## config.mk

```make
export PLATFORM = sky130hd
export DESIGN_NAME = rsc_front
export DESIGN_NICKNAME = d
export VERILOG_FILES = /design/src/hw/rtl/assert_macros.svh /design/src/hw/rtl/rsc_pkg.sv /design/src/hw/rtl/rsc_front.sv
export SDC_FILE = /design/constraint.sdc
export NUM_CORES = 1
export LEC_CHECK = 0
export ABC_CLOCK_PERIOD_IN_PS = 7500
export BUFFER_PORTS_ARGS = -buffer_cell sky130_fd_sc_hd__buf_2
export CAP_MARGIN = 0
export CORE_ASPECT_RATIO = 1.75
export CORE_MARGIN = 2
export CORE_UTILIZATION = 35
export DETAILED_ROUTE_END_ITERATION = 6
export MAX_ROUTING_LAYER = met4
export PLACE_DENSITY = 0.58
export SYNTH_ARGS = -nofsm -noshare
export SYNTH_HDL_FRONTEND = slang
export SYNTH_SLANG_ARGS = --single-unit
```

## constraint.sdc

```tcl
create_clock -name clock -period 7.5 [get_ports clock]
set_clock_uncertainty 0.1 [all_clocks]
set_input_delay 0.375 -clock clock [delete_from_list [all_inputs] [get_ports clock]]
set_output_delay 0.375 -clock clock [all_outputs]
set_load 0.05 [all_outputs]
```

## src/hw/rtl/assert_macros.svh

```systemverilog
// Assertion macros for the RTL of the calculator, used by the back end (rsc_back).
`ifndef ASSERT_MACROS_SVH
`define ASSERT_MACROS_SVH

// Property must hold at every clock edge outside reset.
`define ASSERT_CLK(lbl, clk, rst, prop) \
   lbl: assert property (@(posedge clk) disable iff (rst) (prop)) \
      else $error("assertion failed");

// Condition must never be seen outside reset.
`define ASSERT_NEVER(lbl, clk, rst, cond) \
   lbl: assert property (@(posedge clk) disable iff (rst) !(cond)) \
      else $error("forbidden condition seen");

`endif

```

## src/hw/rtl/rsc_pkg.sv

```systemverilog
// Shared types, codes and defaults of the RPN stack calculator.
package rsc_pkg;

   localparam int STACK_DEPTH_DEF    = 128;
   localparam int VARIABLE_COUNT_DEF = 26;
   localparam int FRACTION_BITS_DEF  = 32;

   // token codes
   localparam logic [3:0] OP_NUMBER = 4'd0;
   localparam logic [3:0] OP_LETTER = 4'd1;
   localparam logic [3:0] OP_ADD    = 4'd2;
   localparam logic [3:0] OP_SUB    = 4'd3;
   localparam logic [3:0] OP_MUL    = 4'd4;
   localparam logic [3:0] OP_DIV    = 4'd5;
   localparam logic [3:0] OP_MOD    = 4'd6;
   localparam logic [3:0] OP_ASSIGN = 4'd7;
   localparam logic [3:0] OP_LAST   = 4'd8;
   localparam logic [3:0] OP_PRINT  = 4'd9;

   // status codes
   localparam logic [2:0] ST_OK      = 3'd0;
   localparam logic [2:0] ST_FULL    = 3'd1;
   localparam logic [2:0] ST_EMPTY   = 3'd2;
   localparam logic [2:0] ST_DIVZERO = 3'd3;
   localparam logic [2:0] ST_UNKNOWN = 3'd4;
   localparam logic [2:0] ST_BADIDX  = 3'd5;
   localparam logic [2:0] ST_SAT     = 3'd6;

   typedef struct packed {
      logic [3:0]         op;
      logic signed [63:0] number_value;
      logic [4:0]         letter_index;
   } req_type;

   typedef struct packed {
      logic               printed;
      logic signed [63:0] print_value;
      logic [2:0]         status;
   } rsp_type;

   typedef enum logic [3:0] {
      CLS_NUM, CLS_LET, CLS_ADD, CLS_SUB, CLS_MUL, CLS_DIV,
      CLS_MOD, CLS_ASG, CLS_LAST, CLS_PRINT, CLS_UNK
   } cls_type;

   // classified token handed from front to back
   typedef struct packed {
      cls_type     cls;
      logic [63:0] number;
      logic [4:0]  letter;
      logic        letter_bad;
   } cmd_type;

   typedef struct packed {
      logic busy;
      logic done;
   } div_stat_type;

endpackage

```

## src/hw/rtl/rsc_front.sv

```systemverilog
// Front end: accepts requests, classifies tokens, queues them for the back end.
module rsc_front #(
   parameter int VARIABLE_COUNT = rsc_pkg::VARIABLE_COUNT_DEF
) (
   input  logic             clock,
   input  logic             reset,
   input  logic             req_push,
   output logic             req_full,
   input  rsc_pkg::req_type req_data,
   output logic             cmd_valid,
   input  logic             cmd_pop,
   output rsc_pkg::cmd_type cmd_data
);

   rsc_pkg::cmd_type queue_ff [2];
   logic             wr_ptr_ff, wr_ptr_in;
   logic             rd_ptr_ff, rd_ptr_in;
   logic [1:0]       cnt_ff, cnt_in;
   rsc_pkg::cmd_type cls_cmd;
   logic             do_push, do_pop;

   // token classification
   always_comb begin
      cls_cmd.number     = req_data.number_value;
      cls_cmd.letter     = req_data.letter_index;
      cls_cmd.letter_bad = (req_data.letter_index >= 5'(VARIABLE_COUNT));
      unique case (req_data.op)
         rsc_pkg::OP_NUMBER: cls_cmd.cls = rsc_pkg::CLS_NUM;
         rsc_pkg::OP_LETTER: cls_cmd.cls = rsc_pkg::CLS_LET;
         rsc_pkg::OP_ADD:    cls_cmd.cls = rsc_pkg::CLS_ADD;
         rsc_pkg::OP_SUB:    cls_cmd.cls = rsc_pkg::CLS_SUB;
         rsc_pkg::OP_MUL:    cls_cmd.cls = rsc_pkg::CLS_MUL;
         rsc_pkg::OP_DIV:    cls_cmd.cls = rsc_pkg::CLS_DIV;
         rsc_pkg::OP_MOD:    cls_cmd.cls = rsc_pkg::CLS_MOD;
         rsc_pkg::OP_ASSIGN: cls_cmd.cls = rsc_pkg::CLS_ASG;
         rsc_pkg::OP_LAST:   cls_cmd.cls = rsc_pkg::CLS_LAST;
         rsc_pkg::OP_PRINT:  cls_cmd.cls = rsc_pkg::CLS_PRINT;
         default:            cls_cmd.cls = rsc_pkg::CLS_UNK;
      endcase
   end

   // two-entry queue control
   assign req_full  = (cnt_ff == 2'd2);
   assign cmd_valid = (cnt_ff != 2'd0);
   assign cmd_data  = queue_ff[rd_ptr_ff];
   assign do_push   = req_push && !req_full;
   assign do_pop    = cmd_pop && cmd_valid;

   always_comb begin
      wr_ptr_in = wr_ptr_ff ^ do_push;
      rd_ptr_in = rd_ptr_ff ^ do_pop;
      cnt_in    = cnt_ff + {1'b0, do_push} - {1'b0, do_pop};
   end

   always_ff @(posedge clock) begin
      if (reset) begin
         wr_ptr_ff <= 1'b0;
         rd_ptr_ff <= 1'b0;
         cnt_ff    <= 2'd0;
      end else begin
         wr_ptr_ff <= wr_ptr_in;
         rd_ptr_ff <= rd_ptr_in;
         cnt_ff    <= cnt_in;
      end
   end

   always_ff @(posedge clock) begin
      if (do_push) begin
         queue_ff[wr_ptr_ff] <= cls_cmd;
      end
   end

endmodule

```

After elaboration in Yosys (flattened, before gate mapping)
Memories as Yosys holds them, arrays and structs flattened. A register that Yosys moved wholly into a read port is not among the register bits.
Cells that the tools add are included.
- register bits after elaboration: 4
- memory bits (writable): 148
- memory bits (read-only): 64
- bits of input ports: 77
- output and inout bits: 76
- word-level logic and storage cells: 18
- memories kept: 2
- memories (name ; depth ; width ; rd ports ; clocked after Yosys merged registers in ; wr ports ; RTL line ; source):
    queue_ff ; 2 ; 74 ; 1 ; 1 ; 1 ; rsc_front.sv:15 ; rsc_pkg::cmd_type queue_ff [2];
    (name not given) ; 16 ; 4 ; 1 ; 0 ; 0 ; rsc_front.sv:27 ; unique case (req_data.op)
- add/subtract/negate cells: 2
- order comparisons: 1
- eq/ne operators: 1
- multiplexer cells: 3
- bitwise gates (word level): 2
- reductions and logical operators: 4
- operators by type and width (kind ; number):
    greater-or-equal comparator 5 bit (second input constant) ; 1
    2-to-1 mux 1 bit ; 3
    adder 2 x 1 -> 2 bit ; 1
    == test 2 bit (second input constant) ; 1
    logical AND 1 bit ; 2
    nonzero test 2 bit ; 1
    subtractor 2 x 1 -> 2 bit ; 1
    bitwise XOR 1 bit ; 2
    zero test 1 bit ; 1

Logic depth before layout (Yosys ltp)
Gate-level depths: netlist (run 1).
- depth in word-level cells: 5
- mapped depth: 7
- depth with buffers taken out: 7

Least setup slack after synthesis (run 1)
OpenSTA, ideal clock, no wires.
- path type: reg2reg
- start point: register cnt_ff[0]
- end point: memory queue_ff[1][0] in the netlist's numbering (enable)
- library setup time: 0.441 ns
- data arrival time: 2.399 ns
- required time: 6.959 ns
- setup slack: 4.560 ns
- stages on the path, launching flop included: 4
- buffers on the path: 0
- period minus slack after synthesis: 2.940 ns
- path through: dfxtp_1 > nand2b_1 > and2_1 > ha_1
- cells in the longest elaborated chain, start to end: 5
- ends and longest elaborated chain (what ; RTL line ; source):
    start: declaration ; rsc_front.sv:18 ; logic [1:0] cnt_ff, cnt_in;
    start signal: assignment ; rsc_front.sv:63 ; cnt_ff <= cnt_in;
    == test 2 bit ; rsc_front.sv:43 ; assign req_full = (cnt_ff == 2'd2);
    zero test 1 bit ; rsc_front.sv:46 ; assign do_push = req_push && !req_full;
    logical AND 1 bit ; rsc_front.sv:46 ;
    2-to-1 mux 1 bit ; rsc_front.sv:68 ; if (do_push) begin
    2-to-1 mux 1 bit (implied by the code) ; rsc_front.sv:69 ; queue_ff[wr_ptr_ff] <= cls_cmd;
    end: declaration ; rsc_front.sv:15 ;
Every way passes these cells.

==> impl_results.md, run 1 <==
- Status: complete, no violations
- CTS Buffer Depth: 2
- Drt drc: 0
- Final instance area: 7170 sq um
- Core Footprint: 15800 sq um
- Fmax: 378 MHz
- Fin crit period: 2.64 ns
- Post-CTS sizing: 0
- Setup Viol. Count Final: 0
- CTS HTree Levels: 4
- Synth Instances: 258
- Maximum net fanout on the critical path: 76
- Post-CTS Hold Buffers: 0
- Initial Util: 0.355
- Vias in the first global route: 3156
- Mapped Nets: 339
- Clk_lat worst skew: 0.40 ns
- First-pass GRT wire length: between 15 and 20 mm
- Worst Setup Path Type: register to primary output
- Setup TNS: 0 ns
- Worst setup EP type: primary output
- Share of cells above drive strength 1: 0.606
- Most Crowded Layer GR: met2
- Max-cap viol count: 0
- Period utilisation layout: 0.352
- WP data required: 7.03 ns
- GRT Total Usage: 0.126
- Vias post-DR: 2902
- Die Ht: 171 um
- Pleak: between 2 and 3 nW
- Footprint of the multi-input gates: a little over 1000 sq um
- N_diodes: 0
- IO Count: 153
- Register area: around 4500 sq um
- Max incr delay on CP: 1.03 ns
- Slew Limit Fails: 0
- Crit-path leading delay family: flip-flops
- Largest net degree at the start of global routing: 77
- CTS clk-pin slew, worst paths: 0.07 ns
- Final Power: approximately 2.9 mW
- Met2 usage: 0.230
- Routed Antenna Nets: 0
- Setup Buffers After CTS: 0
- Detailed Place HPWL: 6.56 mm
- Remaining Overflow, GRT: 0
- Critical-path cell list: mux2_2 -> buf_2
- CTS tree: yes
- Mapped Area: 5610 sq um
- Port Buffers: ~150
- Root Buffer: clkbuf_16
- Placed Area: around 6600 sq um
- GR Util met1: 0.123
- WHS: 0.0493 ns
- CTS sink cnt: 152
- Post-Syn Area per Cell: 21.7 sq um
- Final wirelength: between 10 and 15 mm
- Yosys cell types: 19
- First DRT Iteration DRCs: 96
- Net count, final: 502
- Final core utilization: 0.454
- HP Class: input port to register
- Commonest non-fill, non-tap cell in the layout: buf_2
- Worst Tran Pin Value: about 1.1 ns
- DR WL/cell: 16.4 um
- Sequential element share of the synthesized area: 0.807
- Filler instances: 1431
- Maximum VDD drop: between 200 and 250 uV
- Worst path slowest cell: dfxtp_4
- RSZ-0062 raised after global routing: false
- # rows: 61
- Critical Path AT: roughly 2.2 ns
- Yosys warns: 0
- Slew headroom: 0.285
- Pre-Repair DR Iteration Count: 4
- Initial antenna violation count: 0
- Routability cong.: 0.697
- Pwr dens: 400 nW/um^2
- Die ar.: 17100 sq um
- Via/cell ratio: between 4 and 5
- Die Wd: 99.7 um
- M3 GR Usage: 0.0272
- CP bufs+invs: 1
- Num CTS Buffers: 17
- Post-synthesis register bit count: 152
- Area Growth Syn to Fin: 27.9%
- Worst setup SP type: register
- Most frequent cells in the layout: buf_2 (152), edfxtp_1 (148), mux2_2 (75), clkbuf_16 (17), inv_6 (7)
- Final hold violation count: 0
cell families after synthesis:
family          share of synthesized area
compound gates                    0.00535
xor+xnor                          0.00401
fa+ha+maj                         0.00892
buf+inv                            0.0141
flops                               0.807
mux                                 0.151
simple gates                       0.0105
through the flow:
step	worst slack, ns	std cells
finish	4.86	623
global route	4.75	623
CTS	4.82	623
detailed placement	5.26	591
global placement	5.28	591
floorplan	4.56	258
cells in the mapped netlist:
library cell	instances	share of area
xnor3_1	1	0.0040
buf_6	4	0.0080
and2_1	2	0.0022
o211a_1	1	0.0018
nor2b_1	3	0.0033
buf_4	1	0.0013
nor2_1	3	0.0020
o21a_1	1	0.0013
dfxtp_1	4	0.014
edfxtp_1	148	0.79
buf_2	3	0.0027
o21ai_0	1	0.00089
inv_1	3	0.0020
ha_1	4	0.0089
or2_2	1	0.0011
mux2_2	75	0.15
nand2_1	1	0.00067
nand2b_1	1	0.0011
a21o_1	1	0.0013
worst paths after layout:
path | from | slack (ns) | endpoint | cells after the start
setup / recovery | rd_ptr_ff$_SDFF_PP0_ | 4.86 | cmd_data[35] | 2
hold / removal | req_data[46] | 0.05 | queue_ff[0][47]$_DFFE_PP_ | 1
setup reg to reg | cnt_ff[0]$_SDFF_PP0_ | 5.34 | queue_ff[0][6]$_DFFE_PP_ | 3
hold reg to reg | wr_ptr_ff$_SDFF_PP0_ | 0.53 | wr_ptr_ff$_SDFF_PP0_ | 3
registers in the layout, indices dropped and copies added (netlist names):
signal,flops
cnt_ff,2
queue_ff,148
rd_ptr_ff,1
wr_ptr_ff,1
layout make-up:
type / instances / share of cell area
clock buffer: 17 / 0.0593
timing repair buffer: 152 / 0.106
sequential: 152 / 0.631
multi-input combinational: 95 / 0.144
clock inverter: 15 / 0.0251
inverter: 3 / 0.00157
tap: 189 / 0.0330
report_power, final:
group,internal [mW],switching [mW]
combinational,0.243,0.607
sequential,1.08,0.0732
clock,0.507,0.357
total,1.83,1.04
layer usage:
metal,vias to the layer above,wire length (um)
li1,1346,-
met5,-,0
met4,0,303
met3,16,421
met1,1445,3530
met2,95,5940
worst reg2reg max path, delay by kind of cell, from the launching register on:
kind | cells | cell delay, ns
adder cells (fa/ha/maj) | 1 | 0.87
flip-flops | 1 | 0.36
AND/OR/NAND/NOR | 2 | 0.40
No activity file was read; power rests on OpenSTA's default activity.
==> run 2: changes to the inputs <==
--- a/config.mk
+++ b/config.mk
@@ -5,7 +5,7 @@
 export SDC_FILE = /design/constraint.sdc
 export NUM_CORES = 1
 export LEC_CHECK = 0
-export ABC_CLOCK_PERIOD_IN_PS = 7500
+export ABC_CLOCK_PERIOD_IN_PS = 2610
 export BUFFER_PORTS_ARGS = -buffer_cell sky130_fd_sc_hd__buf_2
 export CAP_MARGIN = 0
 export CORE_ASPECT_RATIO = 1.75
==> constraint.sdc (replaced) <==
create_clock -name clock -period 2.61 [get_ports clock]
set_clock_uncertainty 0.1 [all_clocks]
set_input_delay 0.1305 -clock clock [delete_from_list [all_inputs] [get_ports clock]]
set_output_delay 0.1305 -clock clock [all_outputs]
set_load 0.05 [all_outputs]
==> run 2 against run 1 <==
Hold slack lost 0.027 ns. Global-route usage grew 1.4 points. First-iteration DRC count grew 25%. Non-clock buffer count grew 79. Power grew to 2.9 times the previous value. Sequential share of layout area shrank 6.2 points.
==> impl_results.md, run 2 (synthesis gave the netlist of run 1 again) <==
- Worst setup SP type: register
- N_diodes: 0 (unchanged)
- Worst setup EP type: primary output
- GRT Total Usage: 0.140 (+0.0136)
- Slew headroom: 0.654 (+0.369)
- Commonest non-fill, non-tap cell in the layout: buf_2
- Top Registers: queue_ff (148), cnt_ff (2)
- Num CTS Buffers: 17 (unchanged)
- Share of cells above drive strength 1: 0.515 (-0.0914)
- Setup TNS: 0 ns (unchanged)
- Final core utilization: 0.503 (+0.0490)
- Largest net degree at the start of global routing: 75 (-2.6%)
- Max-cap viol count: 0 (unchanged)
- Via/cell ratio: 4.50 (-3.4%)
- Die ar.: 17100 sq um (unchanged)
- Worst path slowest cell: dfxtp_4
- Area Growth Syn to Fin: 41.7%
- Pre-Repair DR Iteration Count: 4 (unchanged)
- CTS clk-pin slew, worst paths: 0.06 ns (about the same)
- Fmax: about 450 MHz
- Root Buffer: clkbuf_16
- Die Ht: 171 um (unchanged)
- # rows: 61 (unchanged)
- CTS tree: yes
- Critical Path AT: 2.01 ns (-0.16 ns)
- Die Wd: 99.7 um (unchanged)
- Remaining Overflow, GRT: 0 (unchanged)
- Maximum net fanout on the critical path: 35 (-54%)
- CTS Buffer Depth: 2 (unchanged)
- Max incr delay on CP: 0.68 ns (-0.35 ns)
- Top reg by flops: queue_ff
- Clk_lat worst skew: 0.41 ns (about the same)
- Largest register FFs: 148 (unchanged)
- Pre-CTS setup slack: 0.785 ns (-4.48 ns)
- Net count, final: 581 (+16%)
- Core Footprint: 15800 sq um (unchanged)
- HP Class: input port to register
- Status: complete, no violations
- CTS HTree Levels: 4 (unchanged)
- CTS sink cnt: 152 (unchanged)
- Setup Viol. Count Final: 0 (unchanged)
- RSZ-0062 raised after global routing: false
- Detailed Place HPWL: 7.04 mm (+7.3%)
- Filler instances: 1329 (-7.1%)
- Setup Buffers After CTS: 0 (unchanged)
- First-pass GRT wire length: 17.1 mm (+9.3%)
- Initial Util: 0.355 (unchanged)
- Worst Setup Path Type: register to primary output
- Worst Tran Pin Value: 0.519 ns (-0.553 ns)
- Pwr dens: 1040 nW/um^2 (+160%)
- First DRT Iteration DRCs: 120 (+25%)
- Routability cong.: 0.811 (+16%)
- Most frequent cells in the layout: buf_2 (152), edfxtp_1 (148), mux2_2 (75), dlygate4sd3_1 (75), clkbuf_16 (17)
- Fin crit period: 2.24 ns
- Maximum VDD drop: 517 uV (+120%)
- Period utilisation layout: 0.857
- Routed Antenna Nets: 0 (unchanged)
- Pleak: 3.02 nW (+12%)
- Vias in the first global route: 3319 (+5.2%)
- Port Buffers: 152 (unchanged)
- IO Count: 153 (unchanged)
- Initial antenna violation count: 0 (unchanged)
- Slew Limit Fails: 0 (unchanged)
- Vias post-DR: 3160 (+8.9%)
- Drt drc: 0 (unchanged)
- Register area: 4530 sq um (unchanged)
- WHS: 0.0223 ns (-0.0270 ns)
- Critical-path cell list: buf_4 -> mux2_2 -> buf_2
- WP data required: 2.38 ns (-4.65 ns)
- Footprint of the multi-input gates: 1030 sq um (unchanged)
- Final wirelength: 11.3 mm (+11%)
- Final hold violation count: 0 (unchanged)
- DR WL/cell: 16.1 um (-1.5%)
- Final WS setup: 0.373 ns (-4.48 ns)
-- run 2: cell types whose count changed in the layout (fill, tap and decap cells not counted), sizes merged --
cell / delta
buf: +4
clkbuf: +2
dlygate4sd3: +75
clkinvlp: +3
inv: -9
clkinv: +4
-- run 2: critical path, delay by kind of cell (launching register included) --
kind | cells | cell delay, ns
buffers and inverters | 2 | 0.53
DFF | 1 | 0.68
muxes | 1 | 0.36
-- run 2: final cells by class --
cell class | count | area share
repair buffers | 231 | 0.199
inverters | 3 | 0.00142
clock inverters | 13 | 0.0162
clock buffers | 19 | 0.0545
well taps | 189 | 0.0298
flip-flops and latches | 152 | 0.570
multi-input cells | 95 | 0.130
-- run 2: final timing paths --
kind | from | to | slack [ns] | cells past startpoint
worst min-delay path | req_data[71] | queue_ff[1][72]$_DFFE_PP_ | 0.02 | 2
worst max-delay path | rd_ptr_ff$_SDFF_PP0_ | cmd_data[24] | 0.37 | 3
worst max register to register | cnt_ff[0]$_SDFF_PP0_ | queue_ff[0][4]$_DFFE_PP_ | 0.79 | 4
worst min register to register | wr_ptr_ff$_SDFF_PP0_ | wr_ptr_ff$_SDFF_PP0_ | 0.53 | 3
-- run 2: repair_timing --
action,in CTS,in global routing
resized for setup,0,0
endpoints found under the hold margin,152,0
hold buffers,75,0
-- run 2: per-stage QoR --
| stage | instance area (sq um) | total power, mW | cells |
|---|---|---|---|
| 4_1_cts | 7950 | 8.34 | 702 |
| 3_5_place_dp | 6640 | 5.90 | 595 |
| 3_3_place_gp | 6640 | 5.87 | 595 |
| 2_1_floorplan | 5610 | 5.30 | 258 |
| 5_1_grt | 7950 | 8.56 | 702 |
| 6_report | 7950 | 8.23 | 702 |
-- run 2: where the power goes --
group / total [mW] / switching, mW / internal, mW
registers: 3.25 / 0.149 / 3.10
clock network: 2.32 / 0.922 / 1.40
logic: 2.66 / 1.85 / 0.803
total: 8.23 / 2.92 / 5.30
-- run 2: layer usage --
metal,up-vias,share of wire,track usage
met2,94,0.56,0.245
met4,0,0.035,0.0822
met5,-,0,-
li1,1504,-,-
met1,1540,0.37,0.143
met3,22,0.034,0.0280
