==> src/hw/rtl/assert_macros.svh <==
// Assertion macros for the RTL of the calculator, used by the back end (rsc_back).
`ifndef ASSERT_MACROS_SVH
`define ASSERT_MACROS_SVH

// Property must hold at every clock edge outside reset.
`define ASSERT_CLK(lbl, clk, rst, prop) \
   lbl: assert property (@(posedge clk) disable iff (rst) (prop)) \
      else $error("assertion failed");

// Condition must never be seen outside reset.
`define ASSERT_NEVER(lbl, clk, rst, cond) \
   lbl: assert property (@(posedge clk) disable iff (rst) !(cond)) \
      else $error("forbidden condition seen");

`endif

==> src/hw/rtl/rsc_pkg.sv <==
// Shared types, codes and defaults of the RPN stack calculator.
package rsc_pkg;

   localparam int STACK_DEPTH_DEF    = 128;
   localparam int VARIABLE_COUNT_DEF = 26;
   localparam int FRACTION_BITS_DEF  = 32;

   // token codes
   localparam logic [3:0] OP_NUMBER = 4'd0;
   localparam logic [3:0] OP_LETTER = 4'd1;
   localparam logic [3:0] OP_ADD    = 4'd2;
   localparam logic [3:0] OP_SUB    = 4'd3;
   localparam logic [3:0] OP_MUL    = 4'd4;
   localparam logic [3:0] OP_DIV    = 4'd5;
   localparam logic [3:0] OP_MOD    = 4'd6;
   localparam logic [3:0] OP_ASSIGN = 4'd7;
   localparam logic [3:0] OP_LAST   = 4'd8;
   localparam logic [3:0] OP_PRINT  = 4'd9;

   // status codes
   localparam logic [2:0] ST_OK      = 3'd0;
   localparam logic [2:0] ST_FULL    = 3'd1;
   localparam logic [2:0] ST_EMPTY   = 3'd2;
   localparam logic [2:0] ST_DIVZERO = 3'd3;
   localparam logic [2:0] ST_UNKNOWN = 3'd4;
   localparam logic [2:0] ST_BADIDX  = 3'd5;
   localparam logic [2:0] ST_SAT     = 3'd6;

   typedef struct packed {
      logic [3:0]         op;
      logic signed [63:0] number_value;
      logic [4:0]         letter_index;
   } req_type;

   typedef struct packed {
      logic               printed;
      logic signed [63:0] print_value;
      logic [2:0]         status;
   } rsp_type;

   typedef enum logic [3:0] {
      CLS_NUM, CLS_LET, CLS_ADD, CLS_SUB, CLS_MUL, CLS_DIV,
      CLS_MOD, CLS_ASG, CLS_LAST, CLS_PRINT, CLS_UNK
   } cls_type;

   // classified token handed from front to back
   typedef struct packed {
      cls_type     cls;
      logic [63:0] number;
      logic [4:0]  letter;
      logic        letter_bad;
   } cmd_type;

   typedef struct packed {
      logic busy;
      logic done;
   } div_stat_type;

endpackage

==> src/hw/rtl/rsc_rsp_queue.sv <==
// Two-entry result queue between the back end and the result ports.
module rsc_rsp_queue (
   input  logic             clock,
   input  logic             reset,
   input  logic             in_push,
   output logic             in_full,
   input  rsc_pkg::rsp_type in_data,
   output logic             rsp_empty,
   input  logic             rsp_pop,
   output rsc_pkg::rsp_type rsp_data
);

   rsc_pkg::rsp_type queue_ff [2];
   logic             wr_ptr_ff, wr_ptr_in;
   logic             rd_ptr_ff, rd_ptr_in;
   logic [1:0]       cnt_ff, cnt_in;
   logic             do_push, do_pop;

   assign in_full   = (cnt_ff == 2'd2);
   assign rsp_empty = (cnt_ff == 2'd0);
   assign rsp_data  = queue_ff[rd_ptr_ff];
   assign do_push   = in_push && !in_full;
   assign do_pop    = rsp_pop && !rsp_empty;

   // pointer and fill update
   always_comb begin
      wr_ptr_in = wr_ptr_ff ^ do_push;
      rd_ptr_in = rd_ptr_ff ^ do_pop;
      cnt_in    = cnt_ff + {1'b0, do_push} - {1'b0, do_pop};
   end

   always_ff @(posedge clock) begin
      if (reset) begin
         wr_ptr_ff <= 1'b0;
         rd_ptr_ff <= 1'b0;
         cnt_ff    <= 2'd0;
      end else begin
         wr_ptr_ff <= wr_ptr_in;
         rd_ptr_ff <= rd_ptr_in;
         cnt_ff    <= cnt_in;
      end
   end

   always_ff @(posedge clock) begin
      if (do_push) begin
         queue_ff[wr_ptr_ff] <= in_data;
      end
   end

endmodule

==> config.mk <==
export PLATFORM = sky130hd
export DESIGN_NAME = rsc_rsp_queue
export DESIGN_NICKNAME = d
export VERILOG_FILES = /design/src/hw/rtl/assert_macros.svh /design/src/hw/rtl/rsc_pkg.sv /design/src/hw/rtl/rsc_rsp_queue.sv
export SDC_FILE = /design/constraint.sdc
export NUM_CORES = 1
export LEC_CHECK = 0
export ABC_CLOCK_PERIOD_IN_PS = 6200
export BUFFER_PORTS_ARGS = -buffer_cell sky130_fd_sc_hd__buf_2
export CELL_PAD_IN_SITES_DETAIL_PLACEMENT = 0
export CELL_PAD_IN_SITES_GLOBAL_PLACEMENT = 1
export CORE_ASPECT_RATIO = 1.25
export CORE_MARGIN = 2
export CORE_UTILIZATION = 30
export DETAILED_ROUTE_END_ITERATION = 8
export PLACE_DENSITY = 0.68
export SETUP_SLACK_MARGIN = 0.1
export SYNTH_ARGS = -nofsm -noshare
export SYNTH_HDL_FRONTEND = slang
export SYNTH_SLANG_ARGS = --single-unit
==> constraint.sdc <==
create_clock -name clock -period 6.2 [get_ports clock]
set_clock_uncertainty 0.1 [all_clocks]
set_input_delay 0.62 -clock clock [delete_from_list [all_inputs] [get_ports clock]]
set_output_delay 0.62 -clock clock [all_outputs]
set_load 0.005 [all_outputs]
# --- Yosys cells after proc, flatten, opt, wreduce, memory -nomap -nowiden ---
# Memories as Yosys holds them, arrays and structs flattened. A register that Yosys moved wholly into a read port is not among the register bits.
# Index checks and enable logic that the tools add are counted.
classes:
  eq_ne: 1
  n_reduce_logical: 5
  n_bitwise: 2
  muxes: 3
  n_addsub: 2
op_table:
  columns: ["operator", "n"]
  rows:
  - ["$mux 1", 3]
  - ["$add 2x1->2", 1]
  - ["$eq 2x2->1 const B", 1]
  - ["$logic_and 1x1->1", 2]
  - ["$logic_not 1->1", 2]
  - ["$logic_not 2->1", 1]
  - ["$sub 2x1->2", 1]
  - ["$xor 1x1->1", 2]
totals:
  input_bits: 72
  word_cells: 17
  ramBits: 136
  n_memories: 1
  reg_bits: 4
  output_inout_bits: 70
mem_list:
  columns: ["memory", "depth", "width", "read_ports", "rd_clocked_by_memory_dff", "wr", "line_no", "rtl"]
  rows:
  - ["queue_ff", 2, 68, 1, 1, 1, "rsc_rsp_queue.sv:13", "rsc_pkg::rsp_type queue_ff [2];"]

# --- Logic depth before layout (Yosys ltp) ---
# Gate-level depths: netlist (run 1).
logic_depth:
  word_depth: 5
  depth_mapped: 7
  depth_no_buf: 7

# --- Worst setup path after synthesis (run 1) ---
# Ideal clock, no wire load.
synth_path:
  kind: "input -> register"
  from: "in in_push"
  to: "mem queue_ff[1][0] (netlist bit), enable pin"
  cell_stages: 2
  arrival_time_ns: 2.398
  slack_ns: 3.268
  setup_time_ns: 0.434
  path_buffers: 0
  t_required_ns: 5.666
  cell_sequence: "and2_1 ha_1"
synth_between:
  elab_chain_len: 3
synth_lines:
  columns: ["item", "line_no", "rtl"]
  rows:
  - ["from (decl)", "rsc_rsp_queue.sv:5", "input logic in_push,"]
  - ["$logic_and 1x1->1", "rsc_rsp_queue.sv:22", "assign do_push = in_push && !in_full;"]
  - ["$mux 1", "rsc_rsp_queue.sv:45", "if (do_push) begin"]
  - ["$mux 1 (not written as such)", "rsc_rsp_queue.sv:46", "queue_ff[wr_ptr_ff] <= in_data;"]
  - ["to (decl)", "rsc_rsp_queue.sv:13", null]
# No other way between the ends.

==> results of run 1 <==
==> per-layer routing <==
layer	vias up	GRT usage	share of wire
met1	1285	0.1061	0.38
met5	-	0	0
li1	1230	-	-
met2	84	0.1860	0.54
met3	8	0.04394	0.063
met4	0	0.04310	0.012
==> how the worst max path moves through the flow <==
stage	start	slack (ns)	end	cells after the start
after floorplan	in_push	3.27	queue_ff[1][0]$_DFFE_PP_	2
after global placement	rd_ptr_ff$_SDFF_PP0_	3.89	rsp_data[56]	2
after detailed placement	in_push	3.87	queue_ff[0][45]$_DFFE_PP_	3
after CTS	rd_ptr_ff$_SDFF_PP0_	3.43	rsp_data[16]	2
after global routing	rd_ptr_ff$_SDFF_PP0_	3.37	rsp_data[56]	2
final	rd_ptr_ff$_SDFF_PP0_	3.50	rsp_data[34]	2
==> sequential cells by signal (all words and copies together) (netlist names) <==
name,cells
queue_ff,136
rd_ptr_ff,1
wr_ptr_ff,1
cnt_ff,2
==> cells by family after synthesis <==
family | count (synthesis)
flops | 140
simple gates | 9
xor+xnor | 1
compound gates | 1
buf+inv | 11
mux | 69
fa+ha+maj | 4
==> cell type report <==
class	count	area (µm²)
Fill cell	1603	10170
Sequential cell	140	4168
Multi-Input combinational cell	84	933.4
Timing Repair Buffer	141	705.7
Clock buffer	19	432.9
Tap cell	220	275.3
Clock inverter	13	148.9
Inverter	3	11.26
==> cell usage in the layout, fill, tap and decap left out, types with 2 or more instances in the layout <==
| master | netlist | routed |
|---|---|---|
| inv_1 | 3 | 3 |
| ha_4 | 0 | 2 |
| clkbuf_16 | 0 | 17 |
| clkinv_4 | 0 | 2 |
| nor2_1 | 4 | 4 |
| bufinv_16 | 0 | 3 |
| clkinv_2 | 0 | 2 |
| clkinv_1 | 0 | 4 |
| mux2_2 | 69 | 69 |
| ha_1 | 4 | 2 |
| dfxtp_1 | 4 | 3 |
| buf_2 | 0 | 141 |
| clkbuf_1 | 0 | 2 |
| edfxtp_1 | 136 | 136 |
==> power by group through the flow <==
stage	Combinational, µW	Sequential, µW	Clock, µW
after CTS	492	1290	1020
final	476	1290	992
after detailed placement	490	1310	0
after global placement	484	1300	0
after floorplan	339	1250	0
after global routing	528	1310	1060
==> cells in the mapped netlist <==
cell type  count
xnor3_1        1
o21a_1         1
nand2_1        1
mux2_2        69
nand2b_1       1
dfxtp_1        4
buf_6          4
edfxtp_1     136
nor2_1         4
buf_4          3
buf_8          1
ha_1           4
and2_1         1
inv_1          3
nor2b_4        1
nor2b_1        1
==> stage by stage <==
step | hold slack (ns) | cells
after floorplan | 0.4321 | 235
after global placement | 0.5194 | 588
after detailed placement | 0.5329 | 588
after CTS | 0.2729 | 620
after global routing | 0.2698 | 620
final | 0.2976 | 620
==> flow_summary_export.csv, run 1 <==
group,metric,value,unit
pwr,p_leak,0.002478,µW
floorplanning,rows,53,
pwr,netSwitchingPower,655.4,µW
flow_run,drv_cap,0,
pwr,p_comb_frac,0.173,
layout,syn2layout_area_growth,29.21,%
route,viasPerCell,4.205,
critical_path,reg2regPathDepth,3,
yosys,yosys_warnings,0,
grt,grt_pass1_vias,2858,
hold_path,holdPathStages,1,
yosys,synth.area.top_cells,"edfxtp_1 (79%), mux2_2 (15%), dfxtp_1 (1.6%)",
critical_path,path_buf_inv,1,
layout,antenna_cells,0,
sta,hold_viol,0,
sta,worst_slack,3.499,ns
clock_tree,max-clock-path-buffers,2,
clock_tree,worstSkewPairLatency,0.41,ns
critical_path,crit_fanout,70,
grt,grt_pass1_wl,14010,µm
pwr,power.density,412.7,mW/mm²
sta,rsz0062_at_grt,"false",
critical_path,end_kind,"primary output",
layout,nets,463,
critical_path,cpPeakStageDelay,0.99,ns
grt,grt-ovfl-total,0,
yosys,synth_top_area_share,0.7905,
yosys,synth-simple-area-share,0.009930,
pwr,clockPowerShare,0.360,
sta,finalSetupTns,0,ns
floorplanning,dieArea,0.01829,mm²
route,ant_nets,0,
route,drt_wl_total,9304,µm
floorplanning,pin_count,142,
critical_path,reg2reg_from,"cnt_ff[0]$_SDFF_PP0_",
yosys,synth_compound_area_frac,0.001453,
pwr,p_sw_frac,0.2379,
clock_tree,cts_tree,"yes",
pwr,p_int,2099,µW
layout,layout-drive-gt1-share,0.6000,
yosys,synth-xor-area-share,0.004359,
sta,max_slew.worst_pin.slew,0.9955,ns
critical_path,path_cells,"mux2_2 -> buf_2",
placement,dp_slack,3.873,ns
floorplanning,start_util,0.3067,
critical_path,crit_slowest_cell,"dfxtp_4",
critical_path,timing.rr.end,"queue_ff[0][42]$_DFFE_PP_",
critical_path,rrSetupSlack,4.11,ns
yosys,synth-seq-area-share,0.8060,
pwr,p_total,2755,µW
yosys,synth_fa_ha_area_frac,0.009688,
critical_path,start_kind,"flip-flop",
yosys,syn_inst,235,
grt,track_usage,0.1039,
floorplanning,die_x,121.4,µm
clock_tree,ctsHoldBuffers,0,
layout,finalInstanceArea,0.006675,mm²
critical_path,cpLargestDelayFamily,"flip-flops",
yosys,synthDistinctLibCells,16,
clock_tree,clockRootBuffer,"clkbuf_16",
sta,timing.fmax,370.2,MHz
placement,dpl-instance-area,0.006093,mm²
outcome,status,"finished clean",
yosys,synth_top_family_by_area,"multiplexers",
yosys,avgSynthCellArea,21.98,µm²
critical_path,critPathArrivalTime,1.98,ns
route,drtIter0Drc,104,
yosys,synth_area_leader_cell,"edfxtp_1",
clock_tree,cts_resized,0,
sta,finalCritPeriodShare,0.4356,
route,routedWlPerCell,15.01,µm
pwr,p_seq_frac,0.467,
critical_path,path_class,"flip-flop to primary output",
route,first_pass_iters,4,
floorplanning,core,0.01684,mm²
clock_tree,numClockSinks,140,
grt,grt_max_degree,71,
pwr,ir_drop,0.2740,mV
clock_tree,cts_buffers,17,
sta,slew_headroom,0.3363,
yosys,ys_seq_elements,140,
clock_tree,cts_setup_buffers,0,
placement,io_buffers,141,
grt,antenna_found_initial,0,
clock_tree,clk_pin_slew,0.06,ns
yosys,synth_mux_area_frac,0.1504,
layout,fin_util,0.3963,
yosys,synth_nets,311,
placement,dp_hpwl,5750,µm
floorplanning,die_h,150.7,µm
placement,routabilityCongestion,0.6500,
clock_tree,cts-htree-levels,4,
sta,final.min_clock_period,2.701,ns
hold_path,hp-start,"in_data[36]",
sta,drv_slew,0,
critical_path,crit_required,5.48,ns
hold_path,hp-class,"input pin to flip-flop",
route,vias,2607,
route,drc,0,
hold_path,worstHoldEndpoint,"queue_ff[1][36]$_DFFE_PP_",
sta,setup_viol_count_final,0,
yosys,syn_area,0.005166,mm²
Note: power is estimated with default switching activity, not from simulation.
==> run 2, diff against run 1 <==
--- a/config.mk
+++ b/config.mk
@@ -5,7 +5,7 @@
 export SDC_FILE = /design/constraint.sdc
 export NUM_CORES = 1
 export LEC_CHECK = 0
-export ABC_CLOCK_PERIOD_IN_PS = 6200
+export ABC_CLOCK_PERIOD_IN_PS = 2360
 export BUFFER_PORTS_ARGS = -buffer_cell sky130_fd_sc_hd__buf_2
 export CELL_PAD_IN_SITES_DETAIL_PLACEMENT = 0
 export CELL_PAD_IN_SITES_GLOBAL_PLACEMENT = 1
@@ -13,7 +13,7 @@
 export CORE_MARGIN = 2
 export CORE_UTILIZATION = 30
 export DETAILED_ROUTE_END_ITERATION = 8
-export PLACE_DENSITY = 0.68
+export PLACE_DENSITY = 0.7
 export SETUP_SLACK_MARGIN = 0.1
 export SYNTH_ARGS = -nofsm -noshare
 export SYNTH_HDL_FRONTEND = slang
==> constraint.sdc (replaced) <==
create_clock -name clock -period 2.36 [get_ports clock]
set_clock_uncertainty 0.1 [all_clocks]
set_input_delay 0.236 -clock clock [delete_from_list [all_inputs] [get_ports clock]]
set_output_delay 0.236 -clock clock [all_outputs]
set_load 0.005 [all_outputs]
==> run 2 against run 1 <==
Hold slack lost 0.15 ns. Highest routed layer unchanged. Die area stayed put. Register-to-register slack worse by 3.6 ns. Critical path type unchanged. Final area increased by 13%.
==> flow_summary_export.csv, run 2 (same netlist as run 1, synthesis figures left out) <==
group,metric,value,unit
outcome,status,"finished clean",
placement,dpl-instance-area,0.006231,mm²
sta,max_slew.worst_pin.slew,0.4176,ns
floorplanning,start_util,0.3067,
layout,final_cell_mix,"buf_2 (141), edfxtp_1 (136), mux2_2 (69), dlygate4sd3_1 (69), clkbuf_16 (17)",
grt,grt_pass1_vias,3135,
clock_tree,worstSkewPairLatency,0.41,ns
layout,layout-drive-gt1-share,0.5261,
placement,routabilityCongestion,0.7423,
layout,final.fill_count,1496,
critical_path,cpLargestDelayFamily,"flip-flops",
critical_path,end_kind,"primary output",
floorplanning,dieArea,0.01829,mm²
layout,area.sequential,0.004168,mm²
critical_path,path_cells,"buf_4 -> mux2_2 -> buf_2",
clock_tree,cts_buffers,17,
critical_path,path_class,"flip-flop to primary output",
grt,track_usage,0.1134,
grt,grt-ovfl-total,0,
critical_path,critPathArrivalTime,1.81,ns
critical_path,crit_fanout,25,
layout,regMostFlops,"queue_ff",
grt,grt_pass1_wl,15260,µm
clock_tree,numClockSinks,140,
sta,rsz0062_at_grt,"false",
route,ant_nets,0,
layout,syn2layout_area_growth,45.68,%
route,vias,2899,
clock_tree,cts_resized,0,
route,drc,0,
critical_path,path_buf_inv,2,
clock_tree,max-clock-path-buffers,2,
layout,reg.largest.list,"queue_ff (136), cnt_ff (2)",
route,routedWlPerCell,14.63,µm
hold_path,hp-class,"input pin to flip-flop",
placement,dp_hpwl,6529,µm
layout,antenna_cells,0,
pwr,netSwitchingPower,1776,µW
clock_tree,cts_tree,"yes",
pwr,p_int,5774,µW
clock_tree,cts_setup_buffers,0,
clock_tree,ctsHoldBuffers,69,
layout,layout_commonest_cell,"buf_2",
clock_tree,clockRootBuffer,"clkbuf_16",
route,drtIter0Drc,108,
pwr,p_sw_frac,0.2352,
pwr,p_leak,0.002846,µW
pwr,power.density,1003,mW/mm²
sta,setup_viol_count_final,0,
layout,multi_input_area,933.4,µm²
placement,io_buffers,141,
clock_tree,cts-htree-levels,4,
route,first_pass_iters,4,
flow_run,drv_cap,0,
critical_path,crit_slowest_cell,"dfxtp_4",
floorplanning,rows,53,
pwr,clockPowerShare,0.359,
critical_path,start_kind,"flip-flop",
floorplanning,die_x,121.4,µm
clock_tree,clk_pin_slew,0.06,ns
floorplanning,pin_count,142,
critical_path,crit_required,2.02,ns
grt,grt_max_degree,34,
route,drt_wl_total,10220,µm
critical_path,cpPeakStageDelay,0.59,ns
sta,drv_slew,0,
sta,finalCritPeriodShare,0.9107,
layout,fin_util,0.4468,
pwr,p_seq_frac,0.436,
layout,nets,542,
layout,largest_reg_flops,136,
sta,hold_viol,0,
route,viasPerCell,4.147,
grt,antenna_found_initial,0,
pwr,p_comb_frac,0.205,
pwr,ir_drop,0.5917,mV
sta,slew_headroom,0.7216,
floorplanning,die_h,150.7,µm
sta,final.min_clock_period,2.149,ns
sta,timing.fmax,465.3,MHz
layout,finalInstanceArea,0.007526,mm²
floorplanning,core,0.01684,mm²
-- run 2: metal layers --
metal  wire length (µm)  GRT usage  vias to the layer above
met5                  0          0                        -
met4                191    0.04943                        0
met3                532    0.04242                       14
met2               5469     0.2037                       80
met1               4031     0.1178                     1419
li1                   -          -                     1386
-- run 2: final cells by class --
type	instances	share of cell area
Inverter	3	0.001496
Timing Repair Buffer	220	0.2038
Sequential cell	140	0.5538
Multi-Input combinational cell	84	0.1240
Tap cell	220	0.03658
Clock inverter	14	0.02328
Clock buffer	18	0.05702
-- run 2: final timing paths --
kind                                            from                   endpoint  slack [ns]  cells past startpoint
worst max-delay path            rd_ptr_ff$_SDFF_PP0_               rsp_data[13]        0.21                      3
worst min-delay path                         rsp_pop       rd_ptr_ff$_SDFF_PP0_        0.15                      3
worst max register to register  cnt_ff[0]$_SDFF_PP0_  queue_ff[1][19]$_DFFE_PP_        0.51                      4
worst min register to register  wr_ptr_ff$_SDFF_PP0_       wr_ptr_ff$_SDFF_PP0_        0.53                      3
-- run 2: tightest hold or removal path: cells and delay by family --
family	cells	cell delay, ns
buffers and inverters	1	0.08
muxes	1	0.16
AOI/OAI and AO/OA	1	0.15
-- run 2: power groups by stage --
stage	sequential (µW)	combinational (µW)	clock (µW)
6_report	3290	1550	2710
5_1_grt	3320	1700	2890
4_1_cts	3300	1600	2780
3_5_place_dp	3350	1490	0
3_3_place_gp	3320	1480	0
2_1_floorplan	3280	890	0
-- run 2: metrics by stage --
| stage | TNS, ns | total power (µW) | instances | worst slack [ns] | hold WS (ns) |
|---|---|---|---|---|---|
| finish | 0 | 7550 | 699 | 0.2108 | 0.1504 |
| global route | 0 | 7915 | 699 | 0.1085 | 0.1593 |
| CTS | 0 | 7673 | 699 | 0.1520 | 0.1239 |
| detailed placement | 0 | 4839 | 598 | 0.4834 | 0.3287 |
| global placement | 0 | 4804 | 598 | 0.5146 | 0.3236 |
| floorplan | -60.76 | 4172 | 235 | -0.4468 | 0.2027 |
==> run 3, diff against run 2 <==
--- a/config.mk
+++ b/config.mk
@@ -6,14 +6,14 @@
 export NUM_CORES = 1
 export LEC_CHECK = 0
 export ABC_CLOCK_PERIOD_IN_PS = 2360
-export BUFFER_PORTS_ARGS = -buffer_cell sky130_fd_sc_hd__buf_2
 export CELL_PAD_IN_SITES_DETAIL_PLACEMENT = 0
 export CELL_PAD_IN_SITES_GLOBAL_PLACEMENT = 1
 export CORE_ASPECT_RATIO = 1.25
 export CORE_MARGIN = 2
 export CORE_UTILIZATION = 30
 export DETAILED_ROUTE_END_ITERATION = 8
-export PLACE_DENSITY = 0.7
+export DONT_BUFFER_PORTS = 1
+export PLACE_DENSITY = 0.61
 export SETUP_SLACK_MARGIN = 0.1
 export SYNTH_ARGS = -nofsm -noshare
 export SYNTH_HDL_FRONTEND = slang
==> run 3 against run 2 <==
Sequential share of layout area rose by 6.8 points. Combinational power down 22%. Hold slack got worse by 0.090 ns. Final area decreased by 11%. Non-clock buffer count decreased by 146. Register-to-register slack improved by 0.04 ns. Clock power down 13%. Sequential power decreased by 2%. Critical path type unchanged. Critical endpoint is now rsp_data[56]. Largest cell class unchanged.
==> flow_summary_export.csv, run 3 (same netlist as run 1, synthesis figures left out) <==
group,metric,value,unit
pwr,p_total,6812,µW
grt,grt_pass1_wl,12970,µm
sta,timing.fmax,538.7,MHz
floorplanning,rows,53,
sta,rsz0062_at_grt,"false",
placement,dp_slack,0.5451,ns
pwr,ir_drop,0.4433,mV
layout,syn2layout_area_growth,29.69,%
critical_path,start_kind,"flip-flop",
sta,hold_viol,0,
floorplanning,die_x,121.4,µm
grt,antenna_found_initial,0,
sta,drv_slew,0,
sta,setup_viol_count_final,0,
floorplanning,start_util,0.3067,
floorplanning,die_h,150.7,µm
clock_tree,cts_resized,0,
route,first_pass_iters,4,
layout,layout-drive-gt1-share,0.3213,
placement,io_buffers,0,
grt,grt-ovfl-total,0,
clock_tree,cts_tree,"yes",
clock_tree,cts-htree-levels,4,
critical_path,crit_required,2.02,ns
sta,slew_headroom,0.7098,
critical_path,end_kind,"primary output",
route,wl_met3,629,µm
sta,timing.hold.ws,0.06058,ns
pwr,power.density,1017,mW/mm²
layout,antenna_cells,0,
sta,max_slew.worst_pin.slew,0.4352,ns
sta,worst_slack,0.5036,ns
route,top_layer,"met4",
layout,final.fill_count,1550,
clock_tree,max-clock-path-buffers,2,
clock_tree,worstSkewPairLatency,0.40,ns
critical_path,path_class,"flip-flop to primary output",
grt,grt_max_degree,71,
clock_tree,numClockSinks,140,
route,ant_nets,0,
critical_path,crit_fanout,70,
clock_tree,clockRootBuffer,"clkbuf_16",
route,vias,2376,
route,drtIter0Drc,117,
placement,routabilityCongestion,0.6562,
grt,grt_pass1_vias,2540,
grt,track_usage,0.09695,
placement,dp_hpwl,5480,µm
flow_run,drv_cap,0,
route,viasPerCell,4.297,
pwr,p_leak,0.002233,µW
sta,finalCritPeriodShare,0.7866,
hold_path,hp-class,"input pin to flip-flop",
route,routedLengthMet1,3355,µm
route,drt_wl_total,8826,µm
route,met2_length,4693,µm
layout,final_cell_mix,"edfxtp_1 (136), mux2_2 (69), dlygate4sd3_1 (69)",
route,drc,0,
layout,layout_commonest_cell,"edfxtp_1",
outcome,status,"finished clean",
floorplanning,pin_count,142,
clock_tree,cts_buffers,17,
clock_tree,clk_pin_slew,0.06,ns
layout,largest_reg_flops,136,
layout,reg.largest.list,"queue_ff (136), cnt_ff (2)",
floorplanning,core,0.01684,mm²
sta,final.min_clock_period,1.856,ns
layout,regMostFlops,"queue_ff",
critical_path,critPathArrivalTime,1.52,ns
layout,fin_util,0.3978,
layout,nets,396,
floorplanning,dieArea,0.01829,mm²
route,routedWlPerCell,15.96,µm
## run 3: cell count changes in the layout (fill, tap and decap cells not counted), moves of 2 or more
cell,previous run,this run
buf_2,141,0
buf_4,5,1
bufinv_16,4,1
clkinv_2,4,7
clkinv_4,0,2
## run 3: cell type report
class | count | area (µm²) | area share
well taps | 220 | 275.3 | 0.04108
clock buffers | 18 | 429.2 | 0.06405
flip-flops and latches | 140 | 4168 | 0.6220
inverters | 3 | 11.26 | 0.001681
multi-input cells | 84 | 933.4 | 0.1393
repair buffers | 74 | 778.2 | 0.1162
clock inverters | 14 | 105.1 | 0.01569
## run 3: final timing paths
kind	start	end	slack, ns	cells after the start
setup / recovery	rd_ptr_ff$_SDFF_PP0_	rsp_data[56]	0.50	2
hold / removal	rsp_pop	rd_ptr_ff$_SDFF_PP0_	0.06	2
setup reg to reg	cnt_ff[0]$_SDFF_PP0_	queue_ff[1][43]$_DFFE_PP_	0.55	4
hold reg to reg	wr_ptr_ff$_SDFF_PP0_	wr_ptr_ff$_SDFF_PP0_	0.53	3
## run 3: per-stage QoR
step / cell area (µm²) / std cells / setup TNS, ns
6_report: 6700 / 553 / 0
5_1_grt: 6700 / 553 / 0
4_1_cts: 6700 / 553 / 0
3_5_place_dp: 5475 / 452 / 0
3_3_place_gp: 5475 / 452 / 0
2_1_floorplan: 5166 / 235 / -60.76
## run 3: worst max-delay path: stages (launching register included)
cell	delay [ns]
dfxtp_4	0.35
buf_12	0.33
mux2_2	0.42
## run 3: routing by layer
metal | vias up | track usage
met5 | - | 0
met4 | 0 | 0.04195
met3 | 10 | 0.04697
met2 | 85 | 0.1728
met1 | 1187 | 0.09497
li1 | 1094 | -
## run 3: power breakdown
| group | leakage [µW] | internal [µW] | switching [µW] | total, µW |
|---|---|---|---|---|
| Sequential | 0.00130 | 3150 | 81.6 | 3240 |
| Clock | 0.000264 | 1430 | 938 | 2370 |
| Combinational | 0.000665 | 579 | 633 | 1210 |
| Total | 0.00223 | 5160 | 1650 | 6810 |
## run 3: what timing repair did
action	in CTS	in global routing
buffers inserted	0	0
hold buffers	69	0
hold endpoints to repair	140	0
